$ cat config.mk
export PLATFORM = sky130hd
export DESIGN_NAME = rational_fraction_alu_core_flat
export DESIGN_NICKNAME = d
export VERILOG_FILES = /design/src/sv/rfa_pkg.sv /design/src/sv/rfa_in_if.sv /design/src/sv/rfa_out_if.sv /design/src/sv/rfa_datapath.sv /design/src/sv/rfa_control.sv /design/src/sv/rational_fraction_alu_core.sv /design/src/flat_wrapper.sv
export SDC_FILE = /design/constraint.sdc
export NUM_CORES = 2
export LEC_CHECK = 0
export BUFFER_PORTS_ARGS = -buffer_cell sky130_fd_sc_hd__buf_2
export CAP_MARGIN = 20
export CORE_MARGIN = 5
export CORE_UTILIZATION = 30
export DETAILED_ROUTE_END_ITERATION = 6
export PLACE_DENSITY = 0.4
export SLEW_MARGIN = 10
export SYNTH_ARGS = -nofsm -noshare
export SYNTH_HDL_FRONTEND = slang
export SYNTH_SLANG_ARGS = --single-unit
$ cat constraint.sdc
create_clock -name clk -period 10.9 [get_ports clk]
set_clock_uncertainty 0.2 [all_clocks]
set_input_delay 1.09 -clock clk [delete_from_list [all_inputs] [get_ports clk]]
set_output_delay 1.09 -clock clk [all_outputs]
set_load 0.005 [all_outputs]
$ cat src/sv/rfa_pkg.sv
`timescale 1ns / 1ps
package rfa_pkg;

  localparam int OW = 16;
  localparam int MW = 2 * OW + 1;
  localparam int KW = $clog2(MW + 1);
  localparam int CW = $clog2(MW);

  localparam logic [1:0] OP_ADD = 2'd0;
  localparam logic [1:0] OP_SUB = 2'd1;
  localparam logic [1:0] OP_MUL = 2'd2;
  localparam logic [1:0] OP_DIV = 2'd3;

  localparam logic [1:0] SEL_P0 = 2'd0;
  localparam logic [1:0] SEL_P1 = 2'd1;
  localparam logic [1:0] SEL_DEN = 2'd2;

  localparam logic [MW-1:0] DEN_MAX = MW'(64'h3FFF_FFFF);
  localparam logic [MW-1:0] POS_MAX = MW'(64'h7FFF_FFFF);
  localparam logic [MW-1:0] NEG_MAX = MW'(64'h8000_0000);

  typedef struct packed {
    logic       load_in;
    logic       mul_en;
    logic [1:0] mul_sel;
    logic       sum_en;
    logic       gcd_init;
    logic       gcd_step;
    logic       div_init;
    logic       div_step;
    logic       load_out;
  } cmd_t;

  typedef struct packed {
    logic zero;
    logic gcd_done;
  } sts_t;

endpackage

$ cat src/sv/rfa_in_if.sv
`timescale 1ns / 1ps
interface rfa_in_if;
  logic                          valid;
  logic                          ready;
  logic [1:0]                    opcode;
  logic signed [rfa_pkg::OW-1:0] left_numerator;
  logic signed [rfa_pkg::OW-1:0] left_denominator;
  logic signed [rfa_pkg::OW-1:0] right_numerator;
  logic signed [rfa_pkg::OW-1:0] right_denominator;

  modport source (output valid, opcode, left_numerator, left_denominator,
                  right_numerator, right_denominator, input ready);
  modport sink (input valid, opcode, left_numerator, left_denominator,
                right_numerator, right_denominator, output ready);
endinterface

$ cat src/sv/rfa_out_if.sv
`timescale 1ns / 1ps
interface rfa_out_if;
  logic               valid;
  logic               ready;
  logic signed [31:0] result_numerator;
  logic [29:0]        result_denominator;
  logic               status;

  modport source (output valid, result_numerator, result_denominator, status,
                  input ready);
  modport sink (input valid, result_numerator, result_denominator, status,
                output ready);
endinterface

$ cat src/sv/rfa_datapath.sv
`timescale 1ns / 1ps
module rfa_datapath (
  input  logic                          clk,
  input  rfa_pkg::cmd_t                 cmd,
  output rfa_pkg::sts_t                 sts,
  input  logic [1:0]                    opcode,
  input  logic [rfa_pkg::OW-1:0]        left_numerator,
  input  logic [rfa_pkg::OW-1:0]        left_denominator,
  input  logic [rfa_pkg::OW-1:0]        right_numerator,
  input  logic [rfa_pkg::OW-1:0]        right_denominator,
  output logic signed [31:0]            result_numerator,
  output logic [29:0]                   result_denominator,
  output logic                          status
);
  localparam int OW = rfa_pkg::OW;
  localparam int MW = rfa_pkg::MW;

  logic [1:0]    op;
  logic [OW-1:0] ln_m, ld_m, rn_m, rd_m;
  logic          ln_s, ld_s, rn_s, rd_s;
  logic [MW-1:0] p0_m, p1_m, dp_m;
  logic          p0_s, p1_s, dp_s;
  logic [MW-1:0] n_m, d_m;
  logic          res_neg;
  logic [MW-1:0] ga, gb, gdiv;
  logic [rfa_pkg::KW-1:0] gk;
  logic [MW-1:0] qn, qd, rem_n, rem_d;

  logic [OW-1:0]   ma, mb;
  logic            sa, sb;
  logic [2*OW-1:0] prod;
  logic            prod_s;
  logic            s1_s;
  logic [MW-1:0]   sum_m;
  logic            sum_s;
  logic [MW-1:0]   tn, td;
  logic [MW-1:0]   nm_out;
  logic            range_err;

  // operand magnitude and sign
  function automatic logic [OW-1:0] mag_of(input logic [OW-1:0] v);
    return v[OW-1] ? (~v + OW'(1)) : v;
  endfunction

  always_comb begin
    ma = ln_m; sa = ln_s; mb = rd_m; sb = rd_s;
    case (cmd.mul_sel)
      rfa_pkg::SEL_P0: begin
        ma = ln_m; sa = ln_s;
        if (op == rfa_pkg::OP_MUL) begin
          mb = rn_m; sb = rn_s;
        end else begin
          mb = rd_m; sb = rd_s;
        end
      end
      rfa_pkg::SEL_P1: begin
        ma = rn_m; sa = rn_s; mb = ld_m; sb = ld_s;
      end
      rfa_pkg::SEL_DEN: begin
        if (op == rfa_pkg::OP_DIV) begin
          ma = rn_m; sa = rn_s;
        end else begin
          ma = rd_m; sa = rd_s;
        end
        mb = ld_m; sb = ld_s;
      end
      default: begin
        ma = ln_m; sa = ln_s; mb = rd_m; sb = rd_s;
      end
    endcase
  end

  assign prod   = ma * mb;
  assign prod_s = (prod != '0) && (sa != sb);

  // signed-magnitude add of the two cross products; multiply and divide pass p0 through
  always_comb begin
    s1_s = (op == rfa_pkg::OP_SUB && p1_m != '0) ? ~p1_s : p1_s;
    if (op == rfa_pkg::OP_MUL || op == rfa_pkg::OP_DIV) begin
      sum_m = p0_m; sum_s = p0_s;
    end else if (p0_s == s1_s) begin
      sum_m = p0_m + p1_m; sum_s = p0_s;
    end else if (p0_m >= p1_m) begin
      sum_m = p0_m - p1_m; sum_s = p0_s;
    end else begin
      sum_m = p1_m - p0_m; sum_s = s1_s;
    end
    if (sum_m == '0) sum_s = 1'b0;
  end

  // one restoring step for both quotients
  always_comb begin
    tn = {rem_n[MW-2:0], qn[MW-1]};
    td = {rem_d[MW-2:0], qd[MW-1]};
  end

  always_ff @(posedge clk) begin
    if (cmd.load_in) begin
      op   <= opcode;
      ln_m <= mag_of(left_numerator);    ln_s <= left_numerator[OW-1];
      ld_m <= mag_of(left_denominator);  ld_s <= left_denominator[OW-1];
      rn_m <= mag_of(right_numerator);   rn_s <= right_numerator[OW-1];
      rd_m <= mag_of(right_denominator); rd_s <= right_denominator[OW-1];
    end
    if (cmd.mul_en) begin
      case (cmd.mul_sel)
        rfa_pkg::SEL_P0: begin p0_m <= MW'(prod); p0_s <= prod_s; end
        rfa_pkg::SEL_P1: begin p1_m <= MW'(prod); p1_s <= prod_s; end
        default:         begin dp_m <= MW'(prod); dp_s <= prod_s; end
      endcase
    end
    if (cmd.sum_en) begin
      n_m     <= sum_m;
      d_m     <= dp_m;
      res_neg <= sum_s != dp_s;
    end
    if (cmd.gcd_init) begin
      ga <= n_m; gb <= d_m; gk <= '0;
    end else if (cmd.gcd_step) begin
      if (!ga[0] && !gb[0]) begin
        ga <= ga >> 1; gb <= gb >> 1; gk <= gk + 1'b1;
      end else if (!ga[0]) begin
        ga <= ga >> 1;
      end else if (!gb[0]) begin
        gb <= gb >> 1;
      end else if (ga >= gb) begin
        ga <= (ga - gb) >> 1;
      end else begin
        gb <= (gb - ga) >> 1;
      end
    end
    if (cmd.div_init) begin
      gdiv  <= (ga | gb) << gk;
      qn    <= n_m;   qd <= d_m;
      rem_n <= '0;    rem_d <= '0;
    end else if (cmd.div_step) begin
      if (tn >= gdiv) begin
        rem_n <= tn - gdiv; qn <= {qn[MW-2:0], 1'b1};
      end else begin
        rem_n <= tn;        qn <= {qn[MW-2:0], 1'b0};
      end
      if (td >= gdiv) begin
        rem_d <= td - gdiv; qd <= {qd[MW-2:0], 1'b1};
      end else begin
        rem_d <= td;        qd <= {qd[MW-2:0], 1'b0};
      end
    end
    if (cmd.load_out) begin
      if (d_m == '0) begin
        result_numerator <= '0; result_denominator <= 30'd1; status <= 1'b1;
      end else if (n_m == '0) begin
        result_numerator <= '0; result_denominator <= 30'd1; status <= 1'b0;
      end else if (range_err) begin
        result_numerator <= '0; result_denominator <= 30'd1; status <= 1'b1;
      end else begin
        result_numerator <= nm_out[31:0]; result_denominator <= qd[29:0];
        status <= 1'b0;
      end
    end
  end

  assign range_err = (qd > rfa_pkg::DEN_MAX) ||
                     (qn > (res_neg ? rfa_pkg::NEG_MAX : rfa_pkg::POS_MAX));
  assign nm_out    = res_neg ? (~qn + MW'(1)) : qn;

  assign sts.zero     = (n_m == '0) || (d_m == '0);
  assign sts.gcd_done = (ga == '0) || (gb == '0);
endmodule

$ cat src/sv/rfa_control.sv
`timescale 1ns / 1ps
module rfa_control (
  input  logic          clk,
  input  logic          rst,
  input  logic          in_valid,
  output logic          in_ready,
  output logic          out_valid,
  input  logic          out_ready,
  output rfa_pkg::cmd_t cmd,
  input  rfa_pkg::sts_t sts
);
  localparam logic [2:0] ST_IDLE = 3'd0;
  localparam logic [2:0] ST_MUL0 = 3'd1;
  localparam logic [2:0] ST_MUL1 = 3'd2;
  localparam logic [2:0] ST_MUL2 = 3'd3;
  localparam logic [2:0] ST_SUM  = 3'd4;
  localparam logic [2:0] ST_GCD  = 3'd5;
  localparam logic [2:0] ST_DIV  = 3'd6;
  localparam logic [2:0] ST_FIN  = 3'd7;

  logic [2:0]             state, state_next;
  logic [rfa_pkg::CW-1:0] cnt, cnt_next;
  logic                   out_free;

  assign in_ready = (state == ST_IDLE);
  assign out_free = !out_valid || out_ready;

  always_comb begin
    state_next = state;
    cnt_next   = cnt;
    cmd        = '0;
    case (state)
      ST_IDLE: begin
        cmd.load_in = in_valid;
        if (in_valid) state_next = ST_MUL0;
      end
      ST_MUL0: begin
        cmd.mul_en = 1'b1; cmd.mul_sel = rfa_pkg::SEL_P0; state_next = ST_MUL1;
      end
      ST_MUL1: begin
        cmd.mul_en = 1'b1; cmd.mul_sel = rfa_pkg::SEL_P1; state_next = ST_MUL2;
      end
      ST_MUL2: begin
        cmd.mul_en = 1'b1; cmd.mul_sel = rfa_pkg::SEL_DEN; state_next = ST_SUM;
      end
      ST_SUM: begin
        cmd.sum_en = 1'b1; state_next = ST_GCD;
      end
      ST_GCD: begin
        // first cycle here only loads the GCD pair unless a zero cuts it short
        if (sts.zero) begin
          state_next = ST_FIN;
        end else if (cnt == '0) begin
          cmd.gcd_init = 1'b1; cnt_next = rfa_pkg::CW'(1);
        end else if (sts.gcd_done) begin
          cmd.div_init = 1'b1; cnt_next = '0; state_next = ST_DIV;
        end else begin
          cmd.gcd_step = 1'b1;
        end
      end
      ST_DIV: begin
        cmd.div_step = 1'b1;
        cnt_next     = cnt + 1'b1;
        if (cnt == rfa_pkg::CW'(rfa_pkg::MW - 1)) begin
          cnt_next = '0; state_next = ST_FIN;
        end
      end
      ST_FIN: begin
        if (out_free) begin
          cmd.load_out = 1'b1; cnt_next = '0; state_next = ST_IDLE;
        end
      end
      default: state_next = ST_IDLE;
    endcase
  end

  always_ff @(posedge clk) begin
    if (rst) begin
      state     <= ST_IDLE;
      cnt       <= '0;
      out_valid <= 1'b0;
    end else begin
      state <= state_next;
      cnt   <= cnt_next;
      if (cmd.load_out)  out_valid <= 1'b1;
      else if (out_ready) out_valid <= 1'b0;
    end
  end
endmodule

$ cat src/sv/rational_fraction_alu_core.sv
`timescale 1ns / 1ps
// Channel  Dir  Word
// in_ch    in   opcode, left/right numerator and denominator (signed)
// out_ch   out  result_numerator, result_denominator, status
//
// One word at a time: the multiplies, a sum, the binary-GCD steps, then
// restoring division for both quotients together.
// A zero numerator or denominator skips the GCD and divider.
// rst is synchronous and clears the controller and the output valid flag.
// The result sits in an output register, so the next word is accepted while
// it waits; a finished word stalls only if that register is still full.
module rational_fraction_alu_core (
  input logic        clk,
  input logic        rst,
  rfa_in_if.sink     in_ch,
  rfa_out_if.source  out_ch
);
  rfa_pkg::cmd_t cmd;
  rfa_pkg::sts_t sts;

  // sequence the multiply, reduce and divide phases
  rfa_control u_ctrl (
    .clk       (clk),
    .rst       (rst),
    .in_valid  (in_ch.valid),
    .in_ready  (in_ch.ready),
    .out_valid (out_ch.valid),
    .out_ready (out_ch.ready),
    .cmd       (cmd),
    .sts       (sts)
  );

  // hold operands, products, GCD pair, quotients and the result word
  rfa_datapath u_dp (
    .clk                (clk),
    .cmd                (cmd),
    .sts                (sts),
    .opcode             (in_ch.opcode),
    .left_numerator     (in_ch.left_numerator),
    .left_denominator   (in_ch.left_denominator),
    .right_numerator    (in_ch.right_numerator),
    .right_denominator  (in_ch.right_denominator),
    .result_numerator   (out_ch.result_numerator),
    .result_denominator (out_ch.result_denominator),
    .status             (out_ch.status)
  );
endmodule

$ cat src/flat_wrapper.sv
// flat-port wrapper written by rule: the top's interface ports become plain ports
module rational_fraction_alu_core_flat 
  (clk, rst, in_ch_valid, in_ch_opcode, in_ch_left_numerator, in_ch_left_denominator, in_ch_right_numerator, in_ch_right_denominator, in_ch_ready, out_ch_valid, out_ch_result_numerator, out_ch_result_denominator, out_ch_status, out_ch_ready);
  rfa_in_if in_ch_i ();
  rfa_out_if out_ch_i ();
  input logic clk;
  input logic rst;
  input wire logic [$bits(in_ch_i.valid)-1:0] in_ch_valid;
  input wire logic [$bits(in_ch_i.opcode)-1:0] in_ch_opcode;
  input wire logic [$bits(in_ch_i.left_numerator)-1:0] in_ch_left_numerator;
  input wire logic [$bits(in_ch_i.left_denominator)-1:0] in_ch_left_denominator;
  input wire logic [$bits(in_ch_i.right_numerator)-1:0] in_ch_right_numerator;
  input wire logic [$bits(in_ch_i.right_denominator)-1:0] in_ch_right_denominator;
  output wire logic [$bits(in_ch_i.ready)-1:0] in_ch_ready;
  output wire logic [$bits(out_ch_i.valid)-1:0] out_ch_valid;
  output wire logic [$bits(out_ch_i.result_numerator)-1:0] out_ch_result_numerator;
  output wire logic [$bits(out_ch_i.result_denominator)-1:0] out_ch_result_denominator;
  output wire logic [$bits(out_ch_i.status)-1:0] out_ch_status;
  input wire logic [$bits(out_ch_i.ready)-1:0] out_ch_ready;
  assign in_ch_i.valid = in_ch_valid;
  assign in_ch_i.opcode = in_ch_opcode;
  assign in_ch_i.left_numerator = in_ch_left_numerator;
  assign in_ch_i.left_denominator = in_ch_left_denominator;
  assign in_ch_i.right_numerator = in_ch_right_numerator;
  assign in_ch_i.right_denominator = in_ch_right_denominator;
  assign in_ch_ready = in_ch_i.ready;
  assign out_ch_valid = out_ch_i.valid;
  assign out_ch_result_numerator = out_ch_i.result_numerator;
  assign out_ch_result_denominator = out_ch_i.result_denominator;
  assign out_ch_status = out_ch_i.status;
  assign out_ch_i.ready = out_ch_ready;
  rational_fraction_alu_core u_core (.clk(clk), .rst(rst), .in_ch(in_ch_i), .out_ch(out_ch_i));
endmodule
# --- After elaboration in Yosys (flattened, before gate mapping) ---
# Cells that the tools add are included.
totals:
  out_inout_bits: 65
  ff_bits: 543
  elab_cells: 205
classes:
  reduce_logical: 38
  order_cmp: 6
  n_shift: 1
  addsub: 14
  muxes: 71
  n_eq_ne: 26
  mul: 1
  n_bitwise: 8
op_table:
  columns: ["operator", "count"]
  rows:
  - ["2-to-1 mux 33 bit", 17]
  - ["2-to-1 mux 32 bit", 6]
  - ["zero test 33 bit", 5]
  - [">= comparator 33 bit", 3]
  - ["subtractor 32 x 32 -> 33 bit", 2]
  - ["subtractor 33 bit", 2]
  - ["adder 16 x 1 -> 16 bit, second input constant", 4]
  - ["inverter 16 bit", 4]
  - ["one-hot mux 16 bit (2 select lines)", 2]
  - ["subtractor 32 bit", 2]
  - ["2-to-1 mux 15 bit", 4]
  - ["adder 32 x 32 -> 33 bit", 1]
  - ["greater-than comparator 33 x 30 -> 1 bit, second input constant", 1]
  - ["greater-than comparator 33 x 32 -> 1 bit", 1]
  - ["bitwise OR 33 bit", 1]
  - ["nonzero test 33 bit", 1]
  - ["left shift 33 x 6 -> 33 bit", 1]
  - ["adder 32 x 1 -> 32 bit, second input constant", 1]
  - [">= comparator 32 bit", 1]
  - ["multiplier 16 x 16 -> 32 bit", 1]
  - ["2-to-1 mux 16 bit", 2]
  - ["inverter 32 bit", 1]
  - ["nonzero test 32 bit", 1]
  - ["2-to-1 mux 6 bit", 5]
  - ["36 further kinds", 96]

# --- Logic depth before layout (Yosys ltp) ---
depth:
  word_depth: 9
  mapped_depth: 39
  ltp_nobuf: 35

# --- Modules after synthesis ---
# A second synthesis with hierarchy kept.
unflattened:
  hier_cells: 5138
  area_unflattened_um2: 46998.8
by_module_without_submodules:
  columns: ["module", "seq_area_each_um2", "cells_per_inst", "area_each_um2", "n_inst"]
  rows:
  - ["rfa_datapath", 15274.6, 5053, 46318.2, 1]
  - ["rfa_control", 200.2, 85, 680.7, 1]

# --- Worst setup path after synthesis ---
# No wires, ideal clock.
synth_timing:
  path_kind: "register to register"
  from: "register u_core.u_ctrl.state[0]"
  to: "register u_core.u_dp.dp_s (data pin)"
  setup_slack_ns: 1.612
  stages_incl_launch_ff: 34
  setup_time_ns: 0.266
  path_buffers: 4
  synth_period_minus_slack_ns: 9.288
  t_arrival_ns: 8.822
  cell_sequence: "dfxtp_1 -> clkbuf_1 -> nand3_1 -> ha_1 -> clkbuf_1 -> clkbuf_1 -> buf_1 -> mux2i_1 -> nor2_1 -> fa_1 -> inv_1 -> fa_1 -> fa_1 -> fa_1 -> inv_1 -> fa_1 -> inv_1 -> fa_1 -> inv_1 -> ha_1 -> a21o_1 -> a21o_1 -> a21oi_1 -> o31ai_1 -> a311oi_1 -> o21a_1 -> o21ai_1 -> o41a_1 -> a21o_1 -> a21o_1 -> a21o_1 -> a21oi_1 -> xnor2_1 -> o31a_1"
synth_via:
  elab_chain_cells: 8
  elab_cells_between_ends: 16
  cone_classes: "mul (1); eq/ne (6); mux (5); reduce/logical (4)"
synth_lines:
  columns: ["element", "line", "text"]
  rows:
  - ["start: declaration", "rfa_control.sv:21", "logic [2:0] state, state_next;"]
  - ["start signal: assignment", "rfa_control.sv:83", "state <= state_next;"]
  - ["== test 3 x 2 -> 1 bit / == test 3 x 1 -> 1 bit (equally long branches)", "rfa_control.sv:32", "case (state)"]
  - ["one-hot mux 3 bit (3 select lines) (*)", "rfa_control.sv:32", null]
  - ["== test 2 x 1 -> 1 bit / == test 2 bit (equally long branches)", "rfa_datapath.sv:47", "case (cmd.mul_sel)"]
  - ["OR reduction 2 bit (no line)", null, null]
  - ["one-hot mux 16 bit (2 select lines)", "rfa_datapath.sv:47", null]
  - ["multiplier 16 x 16 -> 32 bit (*)", "rfa_datapath.sv:73", "assign prod = ma * mb;"]
  - ["net u_core.u_dp.prod[30]", "rfa_datapath.sv:31", "logic [2*OW-1:0] prod;"]
  - ["nonzero test 32 bit (*)", "rfa_datapath.sv:74", "assign prod_s = (prod != '0) && (sa != sb);"]
  - ["logical AND 1 bit (*)", "rfa_datapath.sv:74", null]
  - ["net u_core.u_dp.prod_s", "rfa_datapath.sv:32", "logic prod_s;"]
  - ["end signal: assignment", "rfa_datapath.sv:109", "default: begin dp_m <= MW'(prod); dp_s <= prod_s; end"]
  - ["end: declaration", "rfa_datapath.sv:22", "logic p0_s, p1_s, dp_s;"]
# The timed path passes the listed nets; every way through them passes the cells marked *.
# A chain may end at the register's enable or synchronous reset.

# --- Worst setup path in the final report ---
# Same ends and word-level chain as after synthesis.

==> results.sh <==
export IMPL_status="completed"
export IMPL_synth_compound_area_share_pct=16.5
export IMPL_max_freq_mhz=99.7
export IMPL_place_inst=7163
export IMPL_grt_overflow=0
export IMPL_antenna_found_initial=10
export IMPL_cts_reportedPaths_clkPinSlew_ps=60
export IMPL_relSlewSlack_pct=24.3
export IMPL_syn_area_per_cell_um2=9.00
export IMPL_chipHeight_um=403
export IMPL_cts_path_max_buffers=3
export IMPL_grt_util_all_layers_pct=20.6
export IMPL_synth_xor_area_share_pct=4.85
export IMPL_initial_core_util_pct=30.2
export IMPL_max_cap_violations=0
export IMPL_grt_pass1_vias=38229
export IMPL_synthMuxAreaShare_pct=2.66
export IMPL_routed_via_count=38295
export IMPL_grt_pass1_wl_um=255000
export IMPL_cp_start_kind="register"
export IMPL_drt_pass1_iter_count=7
export IMPL_cp_end_kind="register"
export IMPL_clk_latency_ps=680
export IMPL_multi_input_area_mm2=0.0282
export IMPL_critPathRequiredTime_ps=11100
export IMPL_fp_dieW_um=403
export IMPL_drt_iter0_drc=2917
export IMPL_fin_crit_sh_pct=92.0
export IMPL_htree_levels=3
export IMPL_critPathKind="reg2reg"
export IMPL_ys_types=96
export IMPL_area_growth_pct=11.4
export IMPL_synth_top_family_by_area="adder cells"
export IMPL_fillers=16252
export IMPL_grt_setup_unrepaired="false"
export IMPL_core_mm2=0.154
export IMPL_post_cts_setup_buffers=0
export IMPL_postRouteAntennaNets=0
export IMPL_worst_pin_slew_ps=1130
export IMPL_place_ws_ps=802
export IMPL_cts_tree="yes"
export IMPL_syn_inst=5153
export IMPL_synth_top_cell_area_share_pct=29.9
export IMPL_cts_buffers=71
export IMPL_setup_viol=0
export IMPL_synthFlopType="edfxtp_1"
export IMPL_path_max_fanout=26
export IMPL_postSynth_asyncResetShare_pct=0
export IMPL_wl_per_cell_um=23.5
export IMPL_yosysTopAreaCell="edfxtp_1"
export IMPL_synthAdderAreaFrac_pct=19.7
export IMPL_slew_viol_final=0
export IMPL_ioPinCount=135
export IMPL_gp_congestion=0.895
export IMPL_final_hold_viol_count=0
export IMPL_yosysSeqAreaShare_pct=33.4
export IMPL_critPathMostFrequentCell="a21o_1"
export IMPL_grt_max_degree=88
export IMPL_avgViaCountPerCell=5.25
export IMPL_synth_simple_gate_area_share_pct=16.8
export IMPL_place_port_buffers=134
export IMPL_synth_edf_count=462
export IMPL_ys_ff_latch=542
export IMPL_cpMaxStageDelayCell="a21o_1"
export IMPL_critical_path_max_stage_delay_ps=650
export IMPL_gr_usage_met2_pct=35.7
export IMPL_fin_ws_ps=869
export IMPL_post_synth_top_count_cell="nand2_1"
export IMPL_arrival_ps=10230
export IMPL_dp_final_hpwl_um=135000
export IMPL_rows=144
export IMPL_die_area_mm2=0.163
export IMPL_gr_usage_met3_pct=2.33
export IMPL_root_buffer="clkbuf_16"
export IMPL_synth_area_mm2=0.0464
export IMPL_period_needed_ps=10030
export IMPL_fin_cells=7297
export IMPL_top_usage_layer="met2"
export IMPL_drc_errors=0
export IMPL_cts_sinks=542
export IMPL_regArea_mm2=0.0155
export IMPL_synth_area_leaders="edfxtp_1, ha_1, fa_1"
export IMPL_cts_resized=0
export IMPL_hold_class="reg2reg"
export IMPL_fin_setup_tns_ps=0
export IMPL_syn_nets=5833
export IMPL_final_nets=5874
export IMPL_synth_common_cells="nand2_1, nor2_1, inv_1"
export IMPL_routed_wl_um=172000
export IMPL_cts_hold_buf=0
export IMPL_met1_usage_pct=27.4
export IMPL_layout_drive_gt1_share_pct=7.98
export IMPL_yosys_warnings=0
placed cells by master (no fill, tap or decap), types with 63 or more instances in the layout:
cell type | synthesis | routed
ha_1 | 409 | 407
nor3_1 | 103 | 101
o21ai_0 | 260 | 259
a21oi_1 | 340 | 340
inv_1 | 505 | 503
nand2_1 | 582 | 581
fa_1 | 201 | 201
o21bai_1 | 67 | 67
dfxtp_1 | 80 | 79
clkbuf_16 | 0 | 72
edfxtp_1 | 462 | 462
xor2_1 | 64 | 63
nor2_1 | 532 | 526
nor4_1 | 79 | 79
buf_4 | 3 | 65
a21o_1 | 85 | 85
buf_2 | 33 | 134
nand3_1 | 86 | 86
xnor2_1 | 191 | 190
mux2i_1 | 76 | 76
layout make-up:
class	instances	area share, %
multi-input cells	3869	54.5
flip-flops and latches	542	29.9
well taps	2044	4.95
inverters	509	3.70
clock buffers	83	3.56
repair buffers	201	2.26
clock inverters	48	1.10
diodes	1	0.00484
cells by family after synthesis:
logic type / after synthesis
compound gates: 1182
simple gates: 1714
flops: 542
xor+xnor: 256
fa+ha+maj: 610
buf+inv: 742
mux: 107
per-stage QoR:
step	hold WS, ps	utilization [%]	area [µm²]
finish	173	33.6	51700
global route	188	33.6	51700
CTS	181	33.6	51700
detailed placement	205	32.0	49300
global placement	201	32.0	49300
floorplan	200	-	46400
flip-flops by register name, summed over array words and instances, names as in the netlist, 3 cells and up:
register	cells
u_core.u_dp.ga	33
u_core.u_dp.ln_m	16
u_core.u_dp.gdiv	33
u_core.u_dp.gk	6
u_core.u_ctrl.cnt	6
u_core.u_dp.result_denominator	30
u_core.u_dp.qd	33
u_core.u_dp.ld_m	16
u_core.u_dp.gb	32
u_core.u_dp.qn	33
u_core.u_dp.p1_m	32
u_core.u_dp.n_m	33
u_core.u_ctrl.state	3
u_core.u_dp.rn_m	16
u_core.u_dp.p0_m	32
u_core.u_dp.rd_m	16
u_core.u_dp.rem_n	32
u_core.u_dp.d_m	32
u_core.u_dp.dp_m	32
u_core.u_dp.result_numerator	32
u_core.u_dp.rem_d	32
worst paths after layout:
kind / end / startpoint / slack [ps] / depth (start not counted)
worst min register to register: u_core.u_dp.d_m[4]$_DFFE_PP_ / u_core.u_dp.dp_m[4]$_DFFE_PP_ / 170 / 0
worst max register to register: u_core.u_dp.dp_s$_DFFE_PP_ / u_core.u_ctrl.state[0]$_SDFFE_PP0P_ / 870 / 31
worst min-delay path: u_core.u_dp.d_m[4]$_DFFE_PP_ / u_core.u_dp.dp_m[4]$_DFFE_PP_ / 170 / 0
worst max-delay path: u_core.u_dp.dp_s$_DFFE_PP_ / u_core.u_ctrl.state[0]$_SDFFE_PP0P_ / 870 / 31
routing by layer:
metal  vias to the layer above  routed length [µm]  share of wire (%)
li1                      18211                   -                  -
met1                     18963               76400                 44
met2                       909               84200                 49
met3                       212                6650                3.9
met4                         0                4550                2.6
met5                         -                   0                  0
critical path, delay by kind of cell (launching register included):
family | cells | cell delay (ps)
xor+xnor | 1 | 160
compound gates | 15 | 4160
simple gates | 2 | 550
fa+ha+maj | 8 | 3510
buf+inv | 5 | 570
flops | 1 | 630
Power is left out: the tool's default activity adds up to more than one toggle a clock period on the data nets, which glitch-free logic cannot reach.
